$ cat src/aoe_pkg.sv
// shared types and constants for the aoe critical path block
// no dependencies
package aoe_pkg;

    localparam int MaxVertices = 64;
    localparam int MaxEdges    = 128;

    localparam logic [1:0] StatusOk      = 2'd0;
    localparam logic [1:0] StatusBadSrc  = 2'd1;
    localparam logic [1:0] StatusNotDag  = 2'd2;

    localparam logic CfgVertexCount = 1'b0;
    localparam logic CfgSourceVertex = 1'b1;

    typedef enum logic [4:0] {
        ST_IDLE, ST_CLR, ST_DEG_A, ST_DEG_B, ST_DEG_C, ST_CHK_A, ST_CHK_B,
        ST_FPOP, ST_FV, ST_FE, ST_FA, ST_FB, ST_FC, ST_SCAN_A, ST_SCAN_B,
        ST_BPOP, ST_BV, ST_BE, ST_BA, ST_BB, ST_BC, ST_BW, ST_OUT_A, ST_OUT_B,
        ST_ERR
    } t_state;

    typedef enum logic [4:0] {
        C_LOAD, C_CLR, C_DEG_A, C_DEG_B, C_DEG_C, C_CHK_A, C_CHK_B,
        C_FPOP, C_FV, C_FE, C_FA, C_FB, C_FC, C_SCAN_A, C_SCAN_B,
        C_BPOP, C_BV, C_BE, C_BA, C_BB, C_BC, C_BW, C_OUT_A, C_OUT_B,
        C_ERR
    } t_cmd;

    typedef struct packed {
        logic last_beat;
        logic clr_last;
        logic k_end;
        logic match;
        logic src_bad;
        logic q_empty;
        logic i_end;
        logic deg_nz;
        logic top_zero;
        logic slot_free;
    } t_status;

endpackage

$ cat src/aoe_ctrl.sv
// controller state machine of the aoe critical path block
// depends on aoe_pkg
module aoe_ctrl (
    input  logic              i_clk,
    input  logic              i_rst_n,
    input  aoe_pkg::t_status  i_status,
    output aoe_pkg::t_cmd     o_cmd
);

    aoe_pkg::t_state r_state, n_state;

    always_ff @(posedge i_clk) begin
        if (!i_rst_n) begin
            r_state <= aoe_pkg::ST_IDLE;
        end else begin
            r_state <= n_state;
        end
    end

    always_comb begin
        n_state = r_state;
        case (r_state)
            aoe_pkg::ST_IDLE:   if (i_status.last_beat) n_state = aoe_pkg::ST_CLR;
            aoe_pkg::ST_CLR:    if (i_status.clr_last) n_state = aoe_pkg::ST_DEG_A;
            aoe_pkg::ST_DEG_A:  n_state = i_status.k_end ? aoe_pkg::ST_CHK_A : aoe_pkg::ST_DEG_B;
            aoe_pkg::ST_DEG_B:  n_state = aoe_pkg::ST_DEG_C;
            aoe_pkg::ST_DEG_C:  n_state = aoe_pkg::ST_DEG_A;
            aoe_pkg::ST_CHK_A:  n_state = aoe_pkg::ST_CHK_B;
            aoe_pkg::ST_CHK_B:  n_state = i_status.src_bad ? aoe_pkg::ST_ERR : aoe_pkg::ST_FPOP;
            aoe_pkg::ST_FPOP:   n_state = i_status.q_empty ? aoe_pkg::ST_SCAN_A : aoe_pkg::ST_FV;
            aoe_pkg::ST_FV:     n_state = aoe_pkg::ST_FE;
            aoe_pkg::ST_FE:     n_state = aoe_pkg::ST_FA;
            aoe_pkg::ST_FA:     n_state = i_status.k_end ? aoe_pkg::ST_FPOP : aoe_pkg::ST_FB;
            aoe_pkg::ST_FB:     n_state = i_status.match ? aoe_pkg::ST_FC : aoe_pkg::ST_FA;
            aoe_pkg::ST_FC:     n_state = aoe_pkg::ST_FA;
            aoe_pkg::ST_SCAN_A: n_state = i_status.i_end ? aoe_pkg::ST_BPOP : aoe_pkg::ST_SCAN_B;
            aoe_pkg::ST_SCAN_B: n_state = i_status.deg_nz ? aoe_pkg::ST_ERR : aoe_pkg::ST_SCAN_A;
            aoe_pkg::ST_BPOP:   n_state = i_status.top_zero ? aoe_pkg::ST_OUT_A : aoe_pkg::ST_BV;
            aoe_pkg::ST_BV:     n_state = aoe_pkg::ST_BE;
            aoe_pkg::ST_BE:     n_state = aoe_pkg::ST_BA;
            aoe_pkg::ST_BA:     n_state = i_status.k_end ? aoe_pkg::ST_BW : aoe_pkg::ST_BB;
            aoe_pkg::ST_BB:     n_state = i_status.match ? aoe_pkg::ST_BC : aoe_pkg::ST_BA;
            aoe_pkg::ST_BC:     n_state = aoe_pkg::ST_BA;
            aoe_pkg::ST_BW:     n_state = aoe_pkg::ST_BPOP;
            aoe_pkg::ST_OUT_A:  n_state = i_status.i_end ? aoe_pkg::ST_IDLE : aoe_pkg::ST_OUT_B;
            aoe_pkg::ST_OUT_B:  if (i_status.slot_free) n_state = aoe_pkg::ST_OUT_A;
            aoe_pkg::ST_ERR:    if (i_status.slot_free) n_state = aoe_pkg::ST_IDLE;
            default:            n_state = aoe_pkg::ST_IDLE;
        endcase
    end

    always_comb begin
        case (r_state)
            aoe_pkg::ST_IDLE:   o_cmd = aoe_pkg::C_LOAD;
            aoe_pkg::ST_CLR:    o_cmd = aoe_pkg::C_CLR;
            aoe_pkg::ST_DEG_A:  o_cmd = aoe_pkg::C_DEG_A;
            aoe_pkg::ST_DEG_B:  o_cmd = aoe_pkg::C_DEG_B;
            aoe_pkg::ST_DEG_C:  o_cmd = aoe_pkg::C_DEG_C;
            aoe_pkg::ST_CHK_A:  o_cmd = aoe_pkg::C_CHK_A;
            aoe_pkg::ST_CHK_B:  o_cmd = aoe_pkg::C_CHK_B;
            aoe_pkg::ST_FPOP:   o_cmd = aoe_pkg::C_FPOP;
            aoe_pkg::ST_FV:     o_cmd = aoe_pkg::C_FV;
            aoe_pkg::ST_FE:     o_cmd = aoe_pkg::C_FE;
            aoe_pkg::ST_FA:     o_cmd = aoe_pkg::C_FA;
            aoe_pkg::ST_FB:     o_cmd = aoe_pkg::C_FB;
            aoe_pkg::ST_FC:     o_cmd = aoe_pkg::C_FC;
            aoe_pkg::ST_SCAN_A: o_cmd = aoe_pkg::C_SCAN_A;
            aoe_pkg::ST_SCAN_B: o_cmd = aoe_pkg::C_SCAN_B;
            aoe_pkg::ST_BPOP:   o_cmd = aoe_pkg::C_BPOP;
            aoe_pkg::ST_BV:     o_cmd = aoe_pkg::C_BV;
            aoe_pkg::ST_BE:     o_cmd = aoe_pkg::C_BE;
            aoe_pkg::ST_BA:     o_cmd = aoe_pkg::C_BA;
            aoe_pkg::ST_BB:     o_cmd = aoe_pkg::C_BB;
            aoe_pkg::ST_BC:     o_cmd = aoe_pkg::C_BC;
            aoe_pkg::ST_BW:     o_cmd = aoe_pkg::C_BW;
            aoe_pkg::ST_OUT_A:  o_cmd = aoe_pkg::C_OUT_A;
            aoe_pkg::ST_OUT_B:  o_cmd = aoe_pkg::C_OUT_B;
            aoe_pkg::ST_ERR:    o_cmd = aoe_pkg::C_ERR;
            default:            o_cmd = aoe_pkg::C_LOAD;
        endcase
    end

endmodule

$ cat config.mk
export PLATFORM = sky130hd
export DESIGN_NAME = aoe_ctrl
export DESIGN_NICKNAME = d
export VERILOG_FILES = /design/src/aoe_pkg.sv /design/src/aoe_ctrl.sv
export SDC_FILE = /design/constraint.sdc
export NUM_CORES = 1
export LEC_CHECK = 0
export BUFFER_PORTS_ARGS = -buffer_cell sky130_fd_sc_hd__clkbuf_2
export CAP_MARGIN = 0
export CORE_MARGIN = 1.5
export CORE_UTILIZATION = 51
export CTS_CLUSTER_DIAMETER = 150
export CTS_CLUSTER_SIZE = 28
export DETAILED_ROUTE_END_ITERATION = 8
export GPL_TIMING_DRIVEN = 0
export PLACE_DENSITY = 0.85
export RECOVER_POWER = 25
export SYNTH_ARGS = -nofsm -noshare
export SYNTH_HDL_FRONTEND = slang
export SYNTH_SLANG_ARGS = --single-unit
export TNS_END_PERCENT = 100
$ cat constraint.sdc
create_clock -name i_clk -period 2.1 [get_ports i_clk]
set_input_delay 0.21 -clock i_clk [delete_from_list [all_inputs] [get_ports i_clk]]
set_output_delay 0.21 -clock i_clk [all_outputs]
set_load 0.03 [all_outputs]
Yosys cells after proc, flatten, opt, wreduce, memory -nomap -nowiden. Memories as Yosys holds them, arrays and structs flattened. A register that Yosys moved wholly into a read port is not among the register bits. Index checks and enable logic that the tools add are counted.

Register bits: 5. ROM bits: 160. Input port bits: 12. Output and inout port bits: 5. Logic and storage cells: 52. Memories kept: 1.

Eq/ne operators: 28. Muxes and demuxes: 18. Reductions and logical operators: 4.

Memories: (name not given) (depth 32, width 5, read ports 1, clocked after memory_dff 1, write ports 0, line aoe_ctrl.sv:53) `case (r_state)`.

Operator list (number): 5-bit case mux with 23 select lines (1); 5-bit == test, second input constant (9); 5-bit 2-to-1 mux (9); 5-bit by 4-bit == test with 1-bit output, second input constant (8); 5-bit by 3-bit == test with 1-bit output, second input constant (4); 3-bit 2-to-1 mux (6); 5-bit by 2-bit == test with 1-bit output, second input constant (2); 2-bit inequality test, second input constant (4); 5-bit by 1-bit == test with 1-bit output, second input constant (1); 5-bit logical NOT (1); 4-bit 2-to-1 mux (1); 4-bit AND reduction (1); 2-bit OR reduction (2); 1-bit 2-to-1 mux (1).

Longest topological paths before layout. Gate-level depths: netlist of run 1.

Word-level depth: 5. Depth in mapped cells: 7. Depth with buffers taken out: 5.

Worst setup path before layout of run 1. No wires, ideal clock.

Path type: reg2reg. Start: register r_state[4]. End: register, netlist name o_cmd[0]. Setup time: 0.131 ns. Data arrival time: 1.371 ns. Required time: 1.969 ns. Setup slack: 0.598 ns. Stages on the path, launching flop included: 6. Buffers on the path: 0. Period minus slack after synthesis: 1.502 ns. Path through: dfxtp_1 > or4_1 > a211oi_2 > a21o_2 > or3_4 > o22ai_1.

Longest elaborated chain between the ends: 5. Elaborated cells on any way between the ends: 35. Classes of those cells: eq/ne: 28; mux: 3; reduce/logical: 4.

RTL lines: start: declaration (line aoe_ctrl.sv:10) `aoe_pkg::t_state r_state, n_state;`; start signal: assignment (line aoe_ctrl.sv:14) `r_state <= aoe_pkg::ST_IDLE;`; start signal: assignment (line aoe_ctrl.sv:16) `r_state <= n_state;`; 5-bit == test, or another cell as far along (line aoe_ctrl.sv:22) `case (r_state)`; 2-bit OR reduction (no line) / 2-bit inequality test (equally long branches); 5-bit case mux with 23 select lines / 4-bit AND reduction (equally long branches); 5-bit 2-to-1 mux (no line) (*) (2 in series).

Mark *: on every way between the ends. The rest lies on a longest branch, timed or not. A chain may end at the register's enable or synchronous reset.

Final worst setup path of run 1.
Start: register r_state[0]. End: register, netlist name o_cmd[0].

Longest elaborated chain between the ends: 5. Elaborated cells on any way between the ends: 35. Classes of those cells: eq/ne: 28; mux: 3; reduce/logical: 4.

RTL lines (line): 5-bit == test, or another cell as far along (aoe_ctrl.sv:22); 2-bit OR reduction (no line) / 2-bit inequality test (equally long branches); 5-bit case mux with 23 select lines / 4-bit AND reduction (equally long branches); 5-bit 2-to-1 mux (no line) (*) (2 in series).

Marked as above.

==> results.json, run 1 <==
{
  "status": "completed",
  "tritoncts_clock_tree": "built",
  "layout_common_cells": "13 x sky130_fd_sc_hd__clkbuf_2, 10 x sky130_fd_sc_hd__dfxtp_1, 8 x sky130_fd_sc_hd__o21ai_1",
  "antenna_cells": 0,
  "synth.ff_latch_count": 10,
  "power.leakage_nw": 0.345,
  "h_tree_level_count": 1,
  "antenna_found_initial": 0,
  "worstPathRequired_ps": 2230,
  "critical_path.endpoint_type": "flop",
  "timing.max_slew.rel_slack_pct": 73.3,
  "rrSetupSlack_ps": 320,
  "post_synth_and_or_nand_nor_area_fraction_pct": 30.7,
  "synth-seq-area-share_pct": 28.1,
  "grt_use_met3_pct": 8.33,
  "total_vias_in_the_final_route": 788,
  "drive_above_1_share_pct": 23.7,
  "ant_nets": 0,
  "ys_warn_count": 0,
  "worstHoldPathType": "in -> reg",
  "floorplan.die.width_um": 40.4,
  "synth_edf_count": 0,
  "buffer_ports.inserted": 16,
  "xor_xnor_share_of_the_synthesized_area_pct": 0,
  "grt_start_max_net_pins": 11,
  "drc_errors": 0,
  "cts_made_buffers": 3,
  "power_density_nw_per_um2": 1030,
  "layout_worst_path_cycle_share_pct": 84.7,
  "final-setup-viol-count": 0,
  "netlist_instances": 94,
  "synth_compound_gate_area_share_pct": 33.0,
  "finalPower_w": 0.000874,
  "layout_min_cycle_time_ps": 1780,
  "finalClockSkew_ps": 3.36,
  "max_cap_check_violation_count": 0,
  "largest_fanout_on_the_critical_path": 10,
  "clock_sinks": 10,
  "instances_no_fill": 129,
  "finalHoldWorstSlack_ps": 206,
  "worst-slew-pin-transition_ps": 400,
  "finalSetupTns_ps": 0,
  "area_growth_pct": 18.4,
  "initial_core_util_pct": 54.8,
  "final_hold_violating_endpoints": 0,
  "cts_hold_buf": 0,
  "die_h_um": 40.4,
  "synth.cell_area_um2": 713,
  "postSynthAreaPerCell_um2": 7.59,
  "cts_resized": 0,
  "synth.lib_cells_used.distinct": 38,
  "detail_route.vias_per_cell": 6.11,
  "grt_use_total_pct": 24.2,
  "synth.area.mux_share_pct": 1.40,
  "global_route.usage.met2_pct": 39.3,
  "first_global_vias": 608,
  "cts.path.max_buffers": 2,
  "timing_worst_setup_path_type": "reg -> reg",
  "dominantRegCellSynth": "sky130_fd_sc_hd__dfxtp_1",
  "post_synth_fa_ha_maj_area_fraction_pct": 0,
  "ioPinCount": 17,
  "cts_root_buffer": "sky130_fd_sc_hd__clkbuf_4",
  "postSynth.asyncResetShare_pct": 0,
  "core_area_um2": 1300,
  "drt-pass1-iter-count": 4,
  "vdd.ir_drop.worst_mv": 0.573,
  "startpoint_type_of_the_worst_setup_path": "flop",
  "clkLatencyLatePin_ps": 260,
  "cp_data_arrival_time_ps": 1910,
  "gr-max-usage-layer": "met2",
  "main_combinational_cell_family_by_area_after_synthesis": "compound AO/OA/AOI/OAI gates",
  "final_common_cell": "sky130_fd_sc_hd__clkbuf_2",
  "clk_pin_slew_ps": 60,
  "timing.fmax_mhz": 562,
  "post_cts_repair_setup_buffers": 0,
  "syn_nets": 106,
  "drt_iter0_markers": 49,
  "placedCellCount": 125,
  "die_area_um2": 1630,
  "final_nets": 127,
  "grt_first_pass_wirelength_mm": 2.63,
  "drt_wl_total_mm": 1.78,
  "report.final.slew_viol_count": 0,
  "rows": 13,
  "dpl.hpwl_mm": 1.32,
  "grt-ovfl-total": 0,
  "gp_congestion": 0.916,
  "routed_wire_length_per_instance_um": 13.8,
  "grt_use_met1_pct": 32.7,
  "rsz0062_at_grt": "no"
}
==> synthesized netlist by cell type, drive strengths merged (3+ instances only) <==
cell type	n	area share, %
inv	3	1.6
nand2	6	3.2
nor3b	5	5.3
a21oi	4	2.8
nor2	5	2.6
dfxtp	10	28
o21a	3	3.2
nor2b	5	4.4
o22ai	3	2.6
o21ai	11	7.7
buf	6	4.2
a31oi	3	2.6
==> routing by layer <==
layer / routed length [um] / vias to the layer above
met3: 111 / 0
met5: 0 / -
met2: 838 / 30
met1: 829 / 363
li1: - / 395
met4: 0 / 0
==> stage by stage <==
stage                     utilization, %  instance area [um^2]  worst slack (ps)
final                               64.9                   845               321
after global routing                64.9                   845               244
after CTS                           65.2                   848               341
after detailed placement            62.4                   812               355
after global placement              62.4                   812               387
after floorplan                        -                   713               598
==> final timing paths <==
| check | to | start | cells after the start |
|---|---|---|---|
| max | o_cmd[0] | r_state[0] | 6 |
| min | r_state[3] | i_rst_n | 2 |
| max reg2reg | o_cmd[0] | r_state[0] | 6 |
| min reg2reg | r_state[1] | r_state[4] | 2 |
==> state kept, by name, indices dropped and copies added (netlist names) <==
name and flops:
r_state 5, o_cmd 5
==> critical path, stage by stage, from the launching register on <==
cell,delay (ps)
sky130_fd_sc_hd__dfxtp_1,370
sky130_fd_sc_hd__buf_2,230
sky130_fd_sc_hd__inv_2,90
sky130_fd_sc_hd__o21a_1,190
sky130_fd_sc_hd__o211ai_1,290
sky130_fd_sc_hd__nor3b_1,330
sky130_fd_sc_hd__o22ai_1,140
==> power by group <==
group          internal [W]  switching, W  total [W]
Clock              0.000105     0.0000624   0.000168
Combinational      0.000173      0.000288   0.000461
Sequential         0.000227     0.0000181   0.000245
Total              0.000505      0.000368   0.000874
==> kinds of logic (layout without fill, tap and decap cells) <==
| group | Yosys count | after routing |
|---|---|---|
| AOI/OAI and AO/OA | 36 | 36 |
| buffers and inverters | 11 | 31 |
| DFF | 10 | 10 |
| muxes | 1 | 1 |
| and+or+nand+nor | 36 | 36 |
==> cell type report <==
class	count	area (um^2)
Multi-Input combinational cell	73	464
Fill cell	126	457
Inverter	3	11.3
Tap cell	15	18.8
Timing Repair Buffer	16	76.3
Sequential cell	10	200
Clock buffer	4	36.3
Buffer	8	37.5
No activity file was read; power rests on OpenSTA's default activity.
==> run 2: changes to the inputs <==
- CORE_UTILIZATION: 51 -> 46
- PLACE_DENSITY: 0.85 -> 0.82
- clock period: 2.1 -> 1.44 ns (I/O delays scaled with it)
==> run 2 against run 1 <==
The run now ends with negative setup slack left. Clock-buffer cell count is the same. Critical path type unchanged. Largest cell class unchanged. Sequential cell count unchanged. Final area is 26% higher. Register-to-register slack worse by 430 ps. Core utilization up 7.5 points. Largest power group unchanged. Sequential power up 67%. Maximum frequency grew 15%. Wire length up 31%.
==> results.json, run 2 (synthesized netlist as in run 1, its figures left out) <==
{
  "vdd.ir_drop.worst_mv": 0.706,
  "finalClockSkew_ps": 5.17,
  "critical_path.endpoint_type": "flop",
  "filler_cell_count": 111,
  "timing_worst_setup_path_type": "reg -> reg",
  "power.internal_w": 0.000984,
  "max_cap_check_violation_count": 0,
  "drt_iter0_markers": 55,
  "worstPathRequired_ps": 1590,
  "initial_core_util_pct": 48.5,
  "worstHoldPathType": "in -> reg",
  "cts.path.max_buffers": 2,
  "cp_data_arrival_time_ps": 1700,
  "finish.utilization_pct": 72.4,
  "pwr-share-seq_pct": 24.4,
  "core_area_um2": 1470,
  "layout_common_cells": "16 x sky130_fd_sc_hd__clkbuf_2, 8 x sky130_fd_sc_hd__buf_4, 7 x sky130_fd_sc_hd__o21ai_1",
  "tritoncts_clock_tree": "built",
  "ioPinCount": 17,
  "drive_above_1_share_pct": 47.2,
  "largest_fanout_on_the_critical_path": 6,
  "h_tree_level_count": 1,
  "clkLatencyLatePin_ps": 270,
  "power_density_nw_per_um2": 1570,
  "floorplan.die.width_um": 42.4,
  "place_worst_setup_slack_ps": -249,
  "cts_root_buffer": "sky130_fd_sc_hd__clkbuf_4",
  "die_h_um": 42.4,
  "highest-signal-layer": "met4",
  "detail_route.vias_per_cell": 6.30,
  "clock_sinks": 10,
  "final_critical_path_setup_slack_ps": -113,
  "timing.max_slew.rel_slack_pct": 76.9,
  "routed_wire_length_per_instance_um": 16.6,
  "first_global_vias": 745,
  "combPwrFrac_pct": 60.2,
  "layout_min_cycle_time_ps": 1550,
  "layout_worst_path_cycle_share_pct": 108,
  "grt_start_max_net_pins": 11,
  "report.final.slew_viol_count": 0,
  "area_growth_pct": 49.3,
  "antenna_found_initial": 0,
  "wl_met2_mm": 1.13,
  "dpl.hpwl_mm": 1.35,
  "power.leakage_nw": 0.453,
  "drt-pass1-iter-count": 4,
  "status": "finished, violations left",
  "swShare_pct": 41.2,
  "final-setup-viol-count": 8,
  "drc_errors": 0,
  "timing.fmax_mhz": 644,
  "antenna_cells": 0,
  "grt-ovfl-total": 0,
  "total_switching_power_w": 0.000688,
  "wirelength_met1_um": 955,
  "rows": 14,
  "grt_use_total_pct": 24.0,
  "cts_made_buffers": 3,
  "failed_checks": "negative setup slack",
  "die_area_um2": 1800,
  "gp_congestion": 0.878,
  "ant_nets": 0,
  "final_nets": 138,
  "finalSetupTns_ps": -604,
  "buffer_ports.inserted": 16,
  "final_hold_violating_endpoints": 0,
  "drt_wl_total_mm": 2.34,
  "grt_first_pass_wirelength_mm": 3.26,
  "final_common_cell": "sky130_fd_sc_hd__clkbuf_2",
  "clk_pin_slew_ps": 70,
  "total_vias_in_the_final_route": 888,
  "rsz0062_at_grt": "yes",
  "worst-slew-pin-transition_ps": 344,
  "wl_met3_um": 218,
  "power_frac_clock_pct": 15.4,
  "startpoint_type_of_the_worst_setup_path": "flop",
  "cts_hold_buf": 0
}
==> run 2: cell types whose count changed in the layout (fill, tap and decap cells not counted), moves of 3 or more <==
| cell | change |
|---|---|
| sky130_fd_sc_hd__buf_4 | +8 |
| sky130_fd_sc_hd__clkbuf_1 | -4 |
| sky130_fd_sc_hd__clkbuf_2 | +3 |
| sky130_fd_sc_hd__nor3b_1 | -3 |
| sky130_fd_sc_hd__dfxtp_1 | -4 |
==> run 2: worst paths after layout <==
| path | start | to | slack (ps) | cells past startpoint |
|---|---|---|---|---|
| worst max-delay path | r_state[2] | r_state[0] | -110 | 5 |
| worst min-delay path | i_rst_n | o_cmd[3] | 130 | 2 |
| worst max register to register | r_state[2] | r_state[0] | -110 | 5 |
| worst min register to register | r_state[2] | r_state[2] | 760 | 3 |
==> run 2: worst max-delay path, cell delays in order (launching register included) <==
cell	delay, ps
sky130_fd_sc_hd__dfxtp_4	370
sky130_fd_sc_hd__or4_4	530
sky130_fd_sc_hd__a211oi_4	200
sky130_fd_sc_hd__a21o_2	140
sky130_fd_sc_hd__or3_4	140
sky130_fd_sc_hd__o22ai_1	60
==> run 2: layout make-up <==
class / instances / area [um^2] / area share [%]
plain buffers: 7 / 67.6 / 6.35
clock buffers: 4 / 36.3 / 3.41
inverters: 3 / 11.3 / 1.06
multi-input cells: 73 / 541 / 50.8
flip-flops and latches: 10 / 210 / 19.7
well taps: 16 / 20.0 / 1.88
repair buffers: 28 / 179 / 16.8
==> run 2: routing by layer <==
layer	up-vias	global-route usage, %
li1	412	-
met1	404	32.4
met2	66	35.7
met3	6	2.59
met4	0	15.6
met5	-	0
==> run 2: timing repair <==
item	in CTS	in global routing
cloned	1	3
buffers inserted	1	7
pin swaps	4	9
setup endpoints to repair	10	10
resized for setup	18	17
==> run 2: metrics by stage <==
step | power (W) | instance area (um^2) | hold slack (ps) | cells
floorplan | 0.000869 | 713 | 262 | 94
finish | 0.00167 | 1060 | 133 | 141
global route | 0.00175 | 1060 | 132 | 141
global placement | 0.00101 | 813 | 410 | 126
detailed placement | 0.00102 | 813 | 413 | 126
CTS | 0.00139 | 915 | 124 | 132
==> run 2: power by group through the flow <==
stage	registers [W]	clock network, W	logic [W]
6_report	0.000408	0.000258	0.00101
5_1_grt	0.000416	0.000275	0.00106
4_1_cts	0.000377	0.000261	0.000756
3_5_place_dp	0.000365	0	0.000657
3_3_place_gp	0.000364	0	0.000650
2_1_floorplan	0.000413	0	0.000456
